`config.mk`:
```
export PLATFORM = sky130hd
export DESIGN_NAME = rgbh_div
export DESIGN_NICKNAME = d
export VERILOG_FILES = /design/src/hdl/rgbh_pkg.sv /design/src/hdl/rgbh_div.sv
export SDC_FILE = /design/constraint.sdc
export NUM_CORES = 1
export LEC_CHECK = 0
export BUFFER_PORTS_ARGS = -buffer_cell sky130_fd_sc_hd__buf_2
export CORE_MARGIN = 2
export CORE_UTILIZATION = 25
export CTS_CLUSTER_SIZE = 14
export DETAILED_ROUTE_END_ITERATION = 16
export PLACE_DENSITY_LB_ADDON = 0.1
export SLEW_MARGIN = 10
export SYNTH_ARGS = -nofsm -noshare
export SYNTH_HDL_FRONTEND = slang
export SYNTH_SLANG_ARGS = --single-unit
export TNS_END_PERCENT = 100
```
`constraint.sdc`:
```
create_clock -name clk -period 2.3 [get_ports clk]
set_input_delay 0.46 -clock clk [delete_from_list [all_inputs] [get_ports clk]]
set_output_delay 0.46 -clock clk [all_outputs]
set_load 0.005 [all_outputs]
```
`src/hdl/rgbh_pkg.sv`:
```
// Package for the RGB colour histogram: widths, command codes, controller states,
// divider handshake types and the level-threshold helpers.
// Has no dependencies; every other file of the block imports it.
`default_nettype none

package rgbh_pkg;

	// Histogram geometry.
	localparam int LEVELS     = 16;
	localparam int LVL_W      = $clog2(LEVELS);
	localparam int ADDR_W     = 3 * LVL_W;
	localparam int COUNT_BITS = 20;
	localparam logic [COUNT_BITS-1:0] COUNT_MAX = {COUNT_BITS{1'b1}};

	// Pixel channels and bin width.
	localparam int CH_W    = 8;
	localparam int WIDTH_W = 9;
	localparam logic [WIDTH_W-1:0] WIDTH_RESET = WIDTH_W'(32);
	localparam int THR_W   = WIDTH_W + LVL_W;
	localparam logic [THR_W-1:0] CH_SPAN = THR_W'(1 << CH_W);

	// Frequency as an unsigned Q1.16 fraction.
	localparam int FRAC_BITS = 16;
	localparam int FREQ_W    = FRAC_BITS + 1;
	localparam logic [FREQ_W-1:0] FREQ_ONE = FREQ_W'(1 << FRAC_BITS);
	localparam int NUM_W     = COUNT_BITS + FRAC_BITS;
	localparam int DIV_CNT_W = $clog2(NUM_W);

	// Stream packing.
	localparam int IN_FIELDS_W  = 3 * CH_W + 3 * LVL_W;
	localparam int IN_DATA_W    = ((IN_FIELDS_W + 7) / 8) * 8;
	localparam int OUT_FIELDS_W = 2 * COUNT_BITS + FREQ_W + 1;
	localparam int OUT_DATA_W   = ((OUT_FIELDS_W + 7) / 8) * 8;

	typedef enum logic [1:0] {
		CMD_CLEAR = 2'd0,
		CMD_ADD   = 2'd1,
		CMD_READ  = 2'd2,
		CMD_NOP   = 2'd3
	} cmd_t;

	typedef enum logic [1:0] {
		ST_CLEAR,
		ST_RUN,
		ST_DIV
	} state_t;

	typedef struct packed {
		logic start;
		logic ack;
	} div_ctl_t;

	typedef logic [LEVELS-1:1][THR_W-1:0] thr_vec_t;

	// Lower edge of every level above zero: k times the effective bin width.
	function automatic thr_vec_t thr_of(input logic [WIDTH_W-1:0] w);
		logic [WIDTH_W-1:0] eff;
		thr_vec_t t;
		eff = (w == '0) ? WIDTH_W'(1) : w;
		for (int k = 1; k < LEVELS; k++) begin
			t[k] = THR_W'(k) * {{LVL_W{1'b0}}, eff};
		end
		return t;
	endfunction

	// A level is in use when its lower edge lies inside the channel range.
	function automatic logic [LEVELS-1:0] lvl_ok_of(input thr_vec_t t);
		logic [LEVELS-1:0] ok;
		ok[0] = 1'b1;
		for (int k = 1; k < LEVELS; k++) begin
			ok[k] = (t[k] < CH_SPAN);
		end
		return ok;
	endfunction

endpackage

`default_nettype wire

```
`src/hdl/rgbh_div.sv`:
```
// Restoring divider for the bin frequency, one quotient bit per cycle.
// Depends on rgbh_pkg for widths and the divider handshake struct.
`default_nettype none

module rgbh_div
	import rgbh_pkg::*;
(
	input  wire logic                  clk,
	input  wire logic                  arst_n,
	input  wire div_ctl_t              ctl,
	input  wire logic [NUM_W-1:0]      dividend,
	input  wire logic [COUNT_BITS-1:0] divisor,
	output logic                       done,
	output logic [NUM_W-1:0]           quotient
);

	logic [NUM_W-1:0]      num_q;
	logic [COUNT_BITS-1:0] rem_q;
	logic [COUNT_BITS-1:0] den_q;
	logic [DIV_CNT_W-1:0]  cnt_q;
	logic                  busy_q;
	logic                  done_q;
	logic [COUNT_BITS:0]   trial;
	logic [COUNT_BITS+1:0] diff;
	logic                  fits;

	// The partial remainder with the next dividend bit shifted in.
	assign trial = {rem_q, num_q[NUM_W-1]};
	assign diff  = {1'b0, trial} - {2'b00, den_q};
	assign fits  = ~diff[COUNT_BITS+1];

	always_ff @(posedge clk or negedge arst_n) begin
		if (!arst_n) begin
			busy_q <= 1'b0;
			done_q <= 1'b0;
			cnt_q  <= '0;
		end else if (ctl.start) begin
			busy_q <= 1'b1;
			done_q <= 1'b0;
			cnt_q  <= '0;
		end else if (busy_q) begin
			cnt_q <= cnt_q + DIV_CNT_W'(1);
			if (cnt_q == DIV_CNT_W'(NUM_W - 1)) begin
				busy_q <= 1'b0;
				done_q <= 1'b1;
			end
		end else if (ctl.ack) begin
			done_q <= 1'b0;
		end
	end

	always_ff @(posedge clk) begin
		if (ctl.start) begin
			num_q <= dividend;
			rem_q <= '0;
			den_q <= divisor;
		end else if (busy_q) begin
			num_q <= {num_q[NUM_W-2:0], fits};
			rem_q <= fits ? diff[COUNT_BITS-1:0] : trial[COUNT_BITS-1:0];
		end
	end

	assign done     = done_q;
	assign quotient = num_q;

endmodule

`default_nettype wire

```
Word level (Yosys, flattened, before mapping)
Cells that the tools add are included.
W data, S select, Z words.
{ "op_classes": {"n_addsub": 2, "n_eq_ne": 2, "n_mux": 12, "bitwise_logic": 1, "n_reduce_logical": 3} }
{ "op_table": {"columns": ["op", "count"], "rows": [
  ["$mux W36", 2],
  ["$sub A21 B20 Y22", 1],
  ["$mux W20", 1],
  ["$mux W6", 2],
  ["$mux W1", 7],
  ["$add A6 B1 Y6 const B", 1],
  ["$eq A6 B6 Y1 const B", 1],
  ["$ne A3 B2 Y1 const B", 1],
  ["$reduce_bool A3 Y1", 1],
  ["$reduce_and A2 Y1", 1],
  ["$reduce_bool A2 Y1", 1],
  ["$not A1 Y1", 1]
]} }
{ "word_totals": {"register_bits": 84, "in_bits": 60, "out_inout_bits": 37} }

Longest topological paths before layout
{ "logic_depth": {"word_depth": 4, "ltp_mapped": 11, "depth_no_buf": 9} }

Worst setup path before layout
No wires, ideal clock.
{ "synth_path": {"kind": "reg-to-reg", "start": "reg den_q[6]", "end": "reg num_q[0], in the netlist quotient[0], data pin", "t_arrival_ns": 2.067, "t_required_ns": 2.040, "path_slack_ns": -0.026, "stages_incl_launch_ff": 10, "path_buffers": 1, "synth_period_minus_slack_ns": 2.326, "path_cell_list": "edfxtp_1 -> inv_1 -> ha_1 -> a21oi_2 -> o21ai_2 -> and2_4 -> buf_6 -> o311ai_4 -> nand2_1 -> mux2_2"} }
{ "synth_between": {"elab_chain_len": 4} }
{ "synth_lines": {"columns": ["element", "line_no", "source"], "rows": [
  ["from (decl)", "rgbh_div.sv:19", "logic [COUNT_BITS-1:0] den_q;"],
  ["from (signal assigned)", "rgbh_div.sv:56", "den_q <= divisor;"],
  ["$sub A21 B20 Y22", "rgbh_div.sv:29", "assign diff = {1'b0, trial} - {2'b00, den_q};"],
  ["$not A1 Y1", "rgbh_div.sv:30", "assign fits = ~diff[COUNT_BITS+1];"],
  ["$mux W36", "rgbh_div.sv:57", "end else if (busy_q) begin"],
  ["$mux W36", "rgbh_div.sv:53", "if (ctl.start) begin"],
  ["to (signal assigned)", "rgbh_div.sv:54", "num_q <= dividend;"],
  ["to (signal assigned)", "rgbh_div.sv:58", "num_q <= {num_q[NUM_W-2:0], fits};"],
  ["to (decl)", "rgbh_div.sv:17", "logic [NUM_W-1:0] num_q;"]
]} }
Every way passes these cells. The select of a mux whose other input is x is not followed.
A chain may end at the register's enable or synchronous reset.

Final worst setup path
{ "layout_path": {"start": "reg den_q[11]", "end": "reg rem_q[16]"} }
{ "layout_between": {"elab_chain_len": 2} }
{ "layout_lines": {"columns": ["element", "line_no", "source"], "rows": [
  ["$sub A21 B20 Y22", "rgbh_div.sv:29", null],
  ["$mux W20", "rgbh_div.sv:59", "rem_q <= fits ? diff[COUNT_BITS-1:0] : trial[COUNT_BITS-1:0];"],
  ["to (signal assigned)", "rgbh_div.sv:59", null],
  ["to (decl)", "rgbh_div.sv:18", "logic [COUNT_BITS-1:0] rem_q;"]
]} }
Every way passes these cells.

==> flow_summary.toml <==
[power_and_ir_drop]
p_sw_frac = 0.3528
leakagePower_uw = 0.002879
p_comb_frac = 0.485
peakVddDrop_mv = 0.4382
seq_power_share = 0.292
pwr-share-clk = 0.223
switchingPower_uw = 2507
intPower_uw = 4598
cellPowerDensity_nw_per_um2 = 1047

[route]
via_count = 4088
drtPass1Iterations = 4
drc = 0
viasPerCell = 4.604
drt_wl_total_mm = 14.03
drt_iter0_drc = 256
wl_per_cell_um = 15.80
ant_nets = 0

[logic_synthesis]
syn_nets = 537
async_flop_share = 0.09524
synth_area_um2 = 4835
synth_top_area_frac = 0.3478
yosys_warnings = 0
yosysSeqAreaShare = 0.4720
synth_largest_area_cell = "edfxtp_1"
ys_ff_latch = 84
synth_cell_types = 64
syn-instance-count = 455
syn_avg_cell_area_um2 = 10.63
synth_flop_cell = "edfxtp_1"
synth_edf_count = 56
synth_top_cells_by_count = "edfxtp_1 (56), nor2_1 (43), mux2_2 (36)"
synth.area.top_cells = "edfxtp_1 (35%), mux2_2 (8.4%), dfxtp_1 (8.3%)"
synth.most_common_cell = "edfxtp_1"

[die]
dieArea_um2 = 20470
die_height_um = 143.1
fp.coreArea_um2 = 18830
ios = 97
rows = 50
die_x_um = 143.1
start_util = 0.2567

[clocking]
cts_buffer_depth = 2
clkSlewWorstSetupHoldPaths_ps = 70
root_buffer = "clkbuf_16"
cts.sinks = 84
cts_tree = "done"
cts_buffers = 9
clock_latency_ps = 350
h-tree-depth = 3

[timing]
fin_tns_setup_ps = 0
finalHoldViolCount = 0
worstMarginPinSlew_ps = 550.4
max_freq_mhz = 440.1
skew_ps = 11.30
rsz0062_at_grt = "true"
finalSetupViolations = 0
fin_crit_sh = 0.9879
drv_slew = 0
slew_headroom = 0.6292
fin_crit_ps = 2272

[worst_setup_path]
setup.worst_path.class = "flip-flop to flip-flop"
cp_cell_sequence = "inv_1, ha_2, buf_4, a21oi_1, o21ai_1, a221oi_2, buf_4, a21oi_1, a211o_1, a311oi_1"
cp_slowest_cell = "edfxtp_1"
crit_path_start_kind = "flip-flop"
cpPeakStageDelay_ps = 360
critPathCaptureType = "flip-flop"
arrival_ps = 2530
critical_path_required_ps = 2560
path_max_fanout = 6

[grt]
grt_max_degree = 38
grt_overflow = 0
busiest_layer = "met2"
grt_pass1_wl_mm = 21.91
use_met2 = 0.2365
use_met1 = 0.1771
grt_usage = 0.1392
grt_pass1_vias = 4211
antenna_found_initial = 0
use_met3 = 0.02817

[final_layout]
nets = 706
diodes = 0
area_delta_synth_final_pct = 40.40
postLayoutCellArea_um2 = 6788
final_layout_size_suffix_gt1_frac = 0.4522

[place]
port_buffers = 96
gp_congestion = 0.8079
dpl-instance-area_um2 = 6123
hpwl_mm = 10.37

[job]
drv_cap = 0

[min_path]
hp-class = "primary input to flip-flop"

[status]
status = "completed"
## state kept, by name, summed over array words and instances, names as in the netlist
name	flops
rem_q	20
cnt_q	6
quotient	36
den_q	20
busy_q	1
done	1
## per-stage QoR
stage / instances / total power (µW) / utilization / setup WS [ps] / hold WS (ps)
after floorplan: 455 / 3821 / - / 8.097 / 164.4
after global placement: 865 / 5118 / 0.3252 / -112.1 / 315.2
after detailed placement: 865 / 5083 / 0.3252 / -196.9 / 321.6
after CTS: 885 / 6836 / 0.3479 / -6.273 / 273.5
after global routing: 888 / 7595 / 0.3605 / -94.98 / 268.2
final: 888 / 7106 / 0.3605 / 27.74 / 286.7
## routing by layer
metal  routed length [µm]  vias to the layer above  share of wire
met1                 6432                     1981           0.46
met3                  494                       11          0.035
met4                  151                        0          0.011
met5                    0                        -              0
li1                     -                     2037              -
met2                 6956                       59           0.50
## power by group through the flow
stage / Sequential, µW / Clock (µW) / Combinational (µW)
after detailed placement: 2080 / 0 / 3010
after CTS: 2060 / 1630 / 3150
after global placement: 2070 / 0 / 3040
after floorplan: 2060 / 0 / 1760
final: 2080 / 1580 / 3450
after global routing: 2110 / 1710 / 3780
## worst paths after layout
kind                              from         to  slack, ps  depth (start not counted)
min                        divisor[19]  den_q[19]        290                          1
max                          den_q[11]  rem_q[16]         30                         10
min reg2reg                  rem_q[12]  rem_q[13]        520                          2
max reg2reg                  den_q[11]  rem_q[16]         30                         10
max in group asynchronous       arst_n     busy_q       1630                          2
min in group asynchronous       arst_n   cnt_q[4]        500                          2
## placed cells by master (no fill, tap or decap), types with 3 or more instances in the layout
master and n:
a211oi_1 4, a21o_1 7, a21oi_1 25, a21oi_2 3, a21oi_4 4, a311oi_1 9
a311oi_2 4, a31oi_1 3, and3_1 3, buf_2 95, buf_4 83, buf_6 3
clkbuf_16 10, clkinv_4 3, dfrtp_1 8, dfxtp_1 19, edfxtp_1 56, ha_1 12
ha_2 3, ha_4 6, inv_1 23, mux2_2 36, nand2_1 23, nand2b_1 5
nand3_1 21, nand4_1 8, nor2_1 43, nor3_1 8, o211ai_1 6, o21ai_0 12
o21ai_1 8, o21ai_2 3, o41ai_2 4, xnor2_1 7, xor2_1 6
## critical path: cells and delay by family (launching register included)
kind,cells,cell delay (ps)
adder cells (fa/ha/maj),1,300
flip-flops,1,360
buffers and inverters,3,380
AO/OA/AOI/OAI,6,1140
## layout make-up
class,instances,area [µm²]
clock inverters,6,90.09
well taps,260,325.3
repair buffers,186,1222
flip-flops and latches,84,2283
inverters,25,93.84
multi-input cells,318,2547
fillers,1938,12040
clock buffers,9,225.2
## what timing repair did
item / 4_1_cts / 5_1_grt
setup buffers: 4 / 2
gates resized for setup: 11 / 44
endpoints found under the hold margin: 8 / 0
hold buffers: 1 / 0
gates cloned: 0 / 1
setup endpoints to repair: 18 / 21
pin swaps: 12 / 12
## logic make-up (layout without fill, tap and decap cells)
family | Yosys count | count (layout) | synth area share
AOI/OAI and AO/OA | 117 | 117 | 0.1788
xor gates and xnor gates | 13 | 13 | 0.02355
adders and majority gates | 22 | 22 | 0.05849
buffers and inverters | 53 | 226 | 0.05253
DFF | 84 | 84 | 0.4720
muxes | 37 | 37 | 0.08592
and+or+nand+nor | 129 | 129 | 0.1286
No activity file was read; power rests on OpenSTA's default activity.
